## src/hdl/sliding_window_rate_meter_assert.svh

```systemverilog
// assertion macros for the meter's top module
`ifndef SLIDING_WINDOW_RATE_METER_ASSERT_SVH
`define SLIDING_WINDOW_RATE_METER_ASSERT_SVH

// same-cycle implication, checked outside reset
`define SWRM_ASSERT_IMP(label, ante, cons, msg) \
    label: assert property (@(posedge i_clk) disable iff (!i_rst_n) (ante) |-> (cons)) \
        else $error(msg);

// next-cycle implication, checked outside reset
`define SWRM_ASSERT_NEXT(label, ante, cons, msg) \
    label: assert property (@(posedge i_clk) disable iff (!i_rst_n) (ante) |=> (cons)) \
        else $error(msg);

`endif

```

## src/hdl/swrm_pkg.sv

```systemverilog
package swrm_pkg;

    localparam int TIME_W     = 32;
    localparam int BYTES_W    = 24;
    localparam int SLOT_B_W   = 32;
    localparam int WT_W       = 48;
    localparam int TOTAL_W    = 64;
    localparam int RATE_W     = 32;
    localparam int MEM_W      = SLOT_B_W + TIME_W;
    localparam int DIVIDEND_W = 48;
    localparam int DIVISOR_W  = 32;
    localparam int DIV_CNT_W  = $clog2(DIVIDEND_W);

    typedef enum logic [1:0] {
        CMD_ADD     = 2'd0,
        CMD_QUERY   = 2'd1,
        CMD_RESET   = 2'd2,
        CMD_STANDBY = 2'd3
    } t_cmd;

    typedef struct packed {
        logic                  start;
        logic [DIVIDEND_W-1:0] dividend;
        logic [DIVISOR_W-1:0]  divisor;
    } t_div_req;

    typedef struct packed {
        logic busy;
        logic done;
    } t_div_stat;

endpackage

```

## src/hdl/swrm_div.sv

```systemverilog
module swrm_div (
    input  logic                                i_clk,
    input  logic                                i_rst_n,
    input  swrm_pkg::t_div_req                  i_req,
    output swrm_pkg::t_div_stat                 o_stat,
    output logic [swrm_pkg::DIVIDEND_W-1:0]     o_quotient
);
    import swrm_pkg::*;

    logic                  r_busy;
    logic                  r_done;
    logic [DIV_CNT_W-1:0]  r_cnt;
    logic [DIVIDEND_W-1:0] r_quo;
    logic [DIVISOR_W-1:0]  r_rem;
    logic [DIVISOR_W-1:0]  r_div;

    logic [DIVISOR_W:0]    shifted;
    logic                  fits;
    logic [DIVISOR_W:0]    diff;

    // restoring step: one quotient bit per cycle, dividend shifts out as quotient shifts in
    assign shifted = {r_rem, r_quo[DIVIDEND_W-1]};
    assign fits    = shifted >= {1'b0, r_div};
    assign diff    = shifted - {1'b0, r_div};

    always_ff @(posedge i_clk) begin
        if (!i_rst_n) begin
            r_busy <= 1'b0;
            r_done <= 1'b0;
            r_cnt  <= '0;
        end else begin
            r_done <= 1'b0;
            if (i_req.start) begin
                r_busy <= 1'b1;
                r_cnt  <= '0;
            end else if (r_busy) begin
                r_cnt <= r_cnt + 1'b1;
                if (r_cnt == DIV_CNT_W'(DIVIDEND_W - 1)) begin
                    r_busy <= 1'b0;
                    r_done <= 1'b1;
                end
            end
        end
    end

    always_ff @(posedge i_clk) begin
        if (i_req.start) begin
            r_quo <= i_req.dividend;
            r_rem <= '0;
            r_div <= i_req.divisor;
        end else if (r_busy) begin
            r_quo <= {r_quo[DIVIDEND_W-2:0], fits};
            r_rem <= fits ? diff[DIVISOR_W-1:0] : shifted[DIVISOR_W-1:0];
        end
    end

    assign o_stat.busy = r_busy;
    assign o_stat.done = r_done;
    assign o_quotient  = r_quo;

endmodule

```

## config.mk

```make
export PLATFORM = sky130hd
export DESIGN_NAME = swrm_div
export DESIGN_NICKNAME = d
export VERILOG_FILES = /design/src/hdl/sliding_window_rate_meter_assert.svh /design/src/hdl/swrm_pkg.sv /design/src/hdl/swrm_div.sv
export SDC_FILE = /design/constraint.sdc
export NUM_CORES = 1
export LEC_CHECK = 0
export ABC_AREA = 1
export BUFFER_PORTS_ARGS = -buffer_cell sky130_fd_sc_hd__buf_2
export CORE_MARGIN = 3
export CORE_UTILIZATION = 62
export DETAILED_ROUTE_END_ITERATION = 6
export GPL_TIMING_DRIVEN = 0
export HOLD_SLACK_MARGIN = 0.02
export PLACE_DENSITY = 0.87
export SYNTH_ARGS = -nofsm -noshare
export SYNTH_HDL_FRONTEND = slang
export SYNTH_SLANG_ARGS = --single-unit
```

## constraint.sdc

```tcl
create_clock -name i_clk -period 3.9 [get_ports i_clk]
set_input_delay 0.195 -clock i_clk [delete_from_list [all_inputs] [get_ports i_clk]]
set_output_delay 0.195 -clock i_clk [all_outputs]
set_load 0.01 [all_outputs]
```

==> impl_summary.md <==
Logic synthesis
Counting flops with an async set or reset pin after synthesis yields a share of 0%. The average instance area after synthesis is slightly above 7 µm². The area share of the largest cell type after synthesis is 31.3%. The synthesized netlist devotes ~5.6% of its cell area to adder and majority cells. The simple-gate share of the synthesized area is 36.0%.

The instance count of the mapped netlist is 1078. Summed over all instances, the cell type with the most area after synthesis is sky130_fd_sc_hd__edfxtp_1. The fraction of the yosys area taken by sequential cells is 41.8%. The netlist area before placement is 7670 µm². In the synthesized netlist the dominant register cell turns out to be sky130_fd_sc_hd__edfxtp_1. In this run, synthesis inferred 80 flip-flops with an integrated enable. The count of unique library cells instantiated by Yosys is 38.

Summing the areas of all compound-gate instances in the mapped netlist gives 3.26% of the synthesized area. After synthesis, the most frequently instantiated cells are 464 x sky130_fd_sc_hd__nand2_1, 184 x sky130_fd_sc_hd__inv_1, 80 x sky130_fd_sc_hd__edfxtp_1. The most frequent cell after synthesis is sky130_fd_sc_hd__nand2_1. The total number of yosys warnings is 0.

After synthesis, the cell types taking the most area are sky130_fd_sc_hd__edfxtp_1 31%, sky130_fd_sc_hd__nand2_1 23%, sky130_fd_sc_hd__dfxtp_1 10%. After synthesis the netlist holds a flip-flop and latch count of between 100 and 150. The parity-gate share of the synthesized area counting xor and xnor cells is between 1.5 and 2%. The multiplexer share of the synthesized area is 0%. The net count of the mapped netlist is roughly 1200. After synthesis, the largest family of logic cells by area is simple AND/OR/NAND/NOR gates.

Clock tree
TritonCTS built the clock tree. TritonCTS created 17 clock buffers. The tree is rooted in a sky130_fd_sc_hd__clkbuf_16.

The post-CTS repair timing setup buffer count is 0. The clock sink count is between 100 and 150. In this run the deepest clock path goes through 2 buffers.

The number of H-tree branching levels is 4. After clock tree synthesis, the clock-pin slew on the worst setup and hold paths is roughly 0.06 ns. For the worst-skew pair, the clock arrives at the later sink with an insertion delay of 0.44 ns.

Drt
The final antenna-violating net count is 0. The per-cell via count in the routed design is 5.38. Before antenna repair, the detailed router went through 6 iterations. The total via count after detailed routing is slightly below 8000. In the routed design, unresolved DRC markers number 0. The detailed router's first-iteration violation count is 703. The routed wire length is 23300 µm. Dividing the detail-routed wire length by the instance count gives around 16 µm.

Layout
The final core utilization is between 80% and 90%. The proportion of layout cells with a drive suffix above 1 is 16.0%. The synthesis-to-layout area growth is 23.9%.

With fillers left out, the area of the finished cells amounts to 9500 µm². The net count of the finished layout is about 1400. The repair_antennas step left the layout with diodes totalling 0.

Setup path
STA puts the critical path data arrival time at 2.84 ns. The start-to-end type of the worst setup path is reg -> reg. For the worst setup path, the data required time is 4.23 ns.

Walking the worst path, the cells encountered are inv_1 -> ha_1 -> nand2_1 -> inv_1 -> nand2_1 -> nand2_1 -> nand2_1 -> nand3_2 -> nand2_1 -> nand2_2 -> nand2_4 -> buf_2 -> nand3b_1 -> nand3_1 -> nand2_1. STA classifies the critical path startpoint as a register. Along the worst path, the maximum fanout reaches 10.

The critical path contains buffers and inverters numbering 3 combined. The internal reg-to-reg setup slack is 1.39 ns. The highest-delay cell along the critical path is sky130_fd_sc_hd__ha_1. The cell family contributing the most delay on the critical path is simple AND/OR/NAND/NOR gates. The cell type with the highest occurrence count on the critical path is sky130_fd_sc_hd__nand2_1. In this design, the stage delay of the slowest critical-path cell is ~0.38 ns. The count of cell instances traversed by the critical path is 15. Counting cells, the worst reg-to-reg path comes to 15. The worst setup path is captured at a register.

Timing
The worst hold-check slack is 0.0315 ns. The time the worst path needs with I/O delays and setup is roughly 2.5 ns. The slew at the pin closest to its max-slew limit is around 0.82 ns. Setup violations remaining at the end of the flow were counted as 0.

The hold violation total from the final report is 0. Clock skew on the completed layout was measured at 0.00943 ns. After routing, the total negative slack on setup checks comes to 0 ns.

The total count of max-transition violations in the final report was 0. Derived from the worst setup path, the maximum achievable clock frequency is 398 MHz. The worst slew margin relative to its limit is between 40% and 50%. Setup repair after global routing left no endpoint under its margin. Of the available clock period, the critical path in the final layout requires between 60 and 70%. Setup slack closes at 1.39 ns.

Die
Once the floorplan was initialized, standard cells occupied between 60% and 70% of the core. The horizontal die dimension is 117 µm. The core area is ~12000 µm². The die area is 13700 µm². The top-level port count is 133. From bottom edge to top edge, the die measures 117 µm. The number of placement rows is 39.

Placement
The weighted congestion reported at the end of routability-driven placement is 1.01. Detailed placement ended at an HPWL of 15900 µm. Prior to clock tree synthesis, the placed netlist has a worst setup slack of 1.42 ns. Buffers placed on the I/O ports in this run total 132.

The placed instances occupy a cell area of 8550 µm².

Power and ir drop
The ratio of total power to cell area is approximately 380 nW/µm². Summed over all cells, the static leakage comes to 5.11 nW. The net switching power of the design is just over 0.0009 W.

The clock network is responsible for 45.7% of the overall power. Sequential cells account for 41.7% of the total power. The worst-case IR drop observed on VDD is 342 µV.

The internal portion of the total power is 0.00267 W. The net switching fraction of the power is 25.9%. The relative contribution of combinational cells to total power is about an eighth.

Global route
Global routing used around 36% of the available tracks. The number of global-route vias before repair is 7585. Entering global routing, the biggest net connects 40 pins. The initial antenna violation count came to 0. The leftover overflow at the end of global routing is 0. The global-route wire length before repair is 36800 µm.

Status
The run finished with clean final reports.

Hold path
The number of stages on the worst hold path is 3. The path class of the tightest hold or removal check is in -> reg.

Job
The total of max-cap violations is 0.
==> what timing repair did <==
| item | 4_1_cts | 5_1_grt |
|---|---|---|
| hold buffers | 34 | 0 |
| hold endpoints to repair | 34 | 0 |
| gates resized for setup | 0 | 0 |
==> per-stage QoR <==
step                      power [W]  std cells
final                       0.00360       1441
after global routing        0.00372       1441
after CTS                   0.00358       1441
after detailed placement    0.00193       1375
after global placement      0.00192       1374
after floorplan             0.00175       1078
==> path summary, 6_finish.rpt <==
path,from,to
min,i_req[62],o_quotient[30]
max reg2reg,r_div[3],r_rem[17]
min reg2reg,r_rem[16],r_rem[16]
max,r_div[3],r_rem[17]
==> cell families after synthesis <==
group,Yosys count
buffers and inverters,220
DFF,120
xor gates and xnor gates,14
and+or+nand+nor,644
adders and majority gates,34
AOI/OAI and AO/OA,46
==> state kept, by name, indices dropped and copies added (netlist names) <==
register / flops
r_rem: 32
r_div: 32
r_cnt: 6
r_done: 1
r_busy: 1
o_quotient: 48
==> layout make-up <==
class / instances / area [µm²]
Clock buffer: 22 / 464
Timing Repair Buffer: 167 / 1020
Fill cell: 812 / 2260
Buffer: 29 / 180
Sequential cell: 120 / 3200
Clock inverter: 10 / 143
Tap cell: 164 / 205
Inverter: 191 / 717
Multi-Input combinational cell: 738 / 3570
==> cells in the final DEF (no fill, tap or decap), types with 7 or more instances in the layout <==
master	netlist	layout
sky130_fd_sc_hd__a21oi_1	21	21
sky130_fd_sc_hd__buf_2	4	137
sky130_fd_sc_hd__clkbuf_1	13	16
sky130_fd_sc_hd__clkbuf_16	0	17
sky130_fd_sc_hd__dfxtp_1	40	40
sky130_fd_sc_hd__dlygate4sd3_1	0	34
sky130_fd_sc_hd__edfxtp_1	80	80
sky130_fd_sc_hd__ha_1	33	33
sky130_fd_sc_hd__inv_1	184	184
sky130_fd_sc_hd__nand2_1	464	464
sky130_fd_sc_hd__nand2_2	8	8
sky130_fd_sc_hd__nand3_1	76	76
sky130_fd_sc_hd__nand3_2	7	7
sky130_fd_sc_hd__nand3b_1	12	12
sky130_fd_sc_hd__nand4_1	12	12
sky130_fd_sc_hd__nor2_1	41	41
sky130_fd_sc_hd__nor3_1	7	7
sky130_fd_sc_hd__o21ai_1	12	12
sky130_fd_sc_hd__xnor2_1	13	13
==> worst reg2reg max path, stage by stage, from the launching register on <==
cell and delay, ns:
sky130_fd_sc_hd__edfxtp_1 0.34, sky130_fd_sc_hd__inv_1 0.05, sky130_fd_sc_hd__ha_1 0.38, sky130_fd_sc_hd__nand2_1 0.16
sky130_fd_sc_hd__inv_1 0.07, sky130_fd_sc_hd__nand2_1 0.06, sky130_fd_sc_hd__nand2_1 0.05, sky130_fd_sc_hd__nand2_1 0.06
sky130_fd_sc_hd__nand3_2 0.15, sky130_fd_sc_hd__nand2_1 0.15, sky130_fd_sc_hd__nand2_2 0.09, sky130_fd_sc_hd__nand2_4 0.15
sky130_fd_sc_hd__buf_2 0.34, sky130_fd_sc_hd__nand3b_1 0.12, sky130_fd_sc_hd__nand3_1 0.18, sky130_fd_sc_hd__nand2_1 0.07
==> per-layer routing <==
| layer | GRT usage, % | wire (µm) | vias up |
|---|---|---|---|
| li1 | - | - | 3718 |
| met1 | 40.2 | 8580 | 3490 |
| met2 | 59.5 | 11300 | 441 |
| met3 | 11.7 | 2240 | 107 |
| met4 | 19.4 | 1210 | 0 |
| met5 | 0 | 0 | - |
==> power by group through the flow <==
| stage | registers [W] | clock network (W) | logic (W) |
|---|---|---|---|
| 5_1_grt | 0.00151 | 0.00171 | 0.000501 |
| 6_report | 0.00150 | 0.00165 | 0.000455 |
| 3_5_place_dp | 0.00152 | 0 | 0.000408 |
| 3_3_place_gp | 0.00152 | 0 | 0.000393 |
| 2_1_floorplan | 0.00154 | 0 | 0.000213 |
| 4_1_cts | 0.00150 | 0.00164 | 0.000441 |
(Power assumes the default switching activity.)
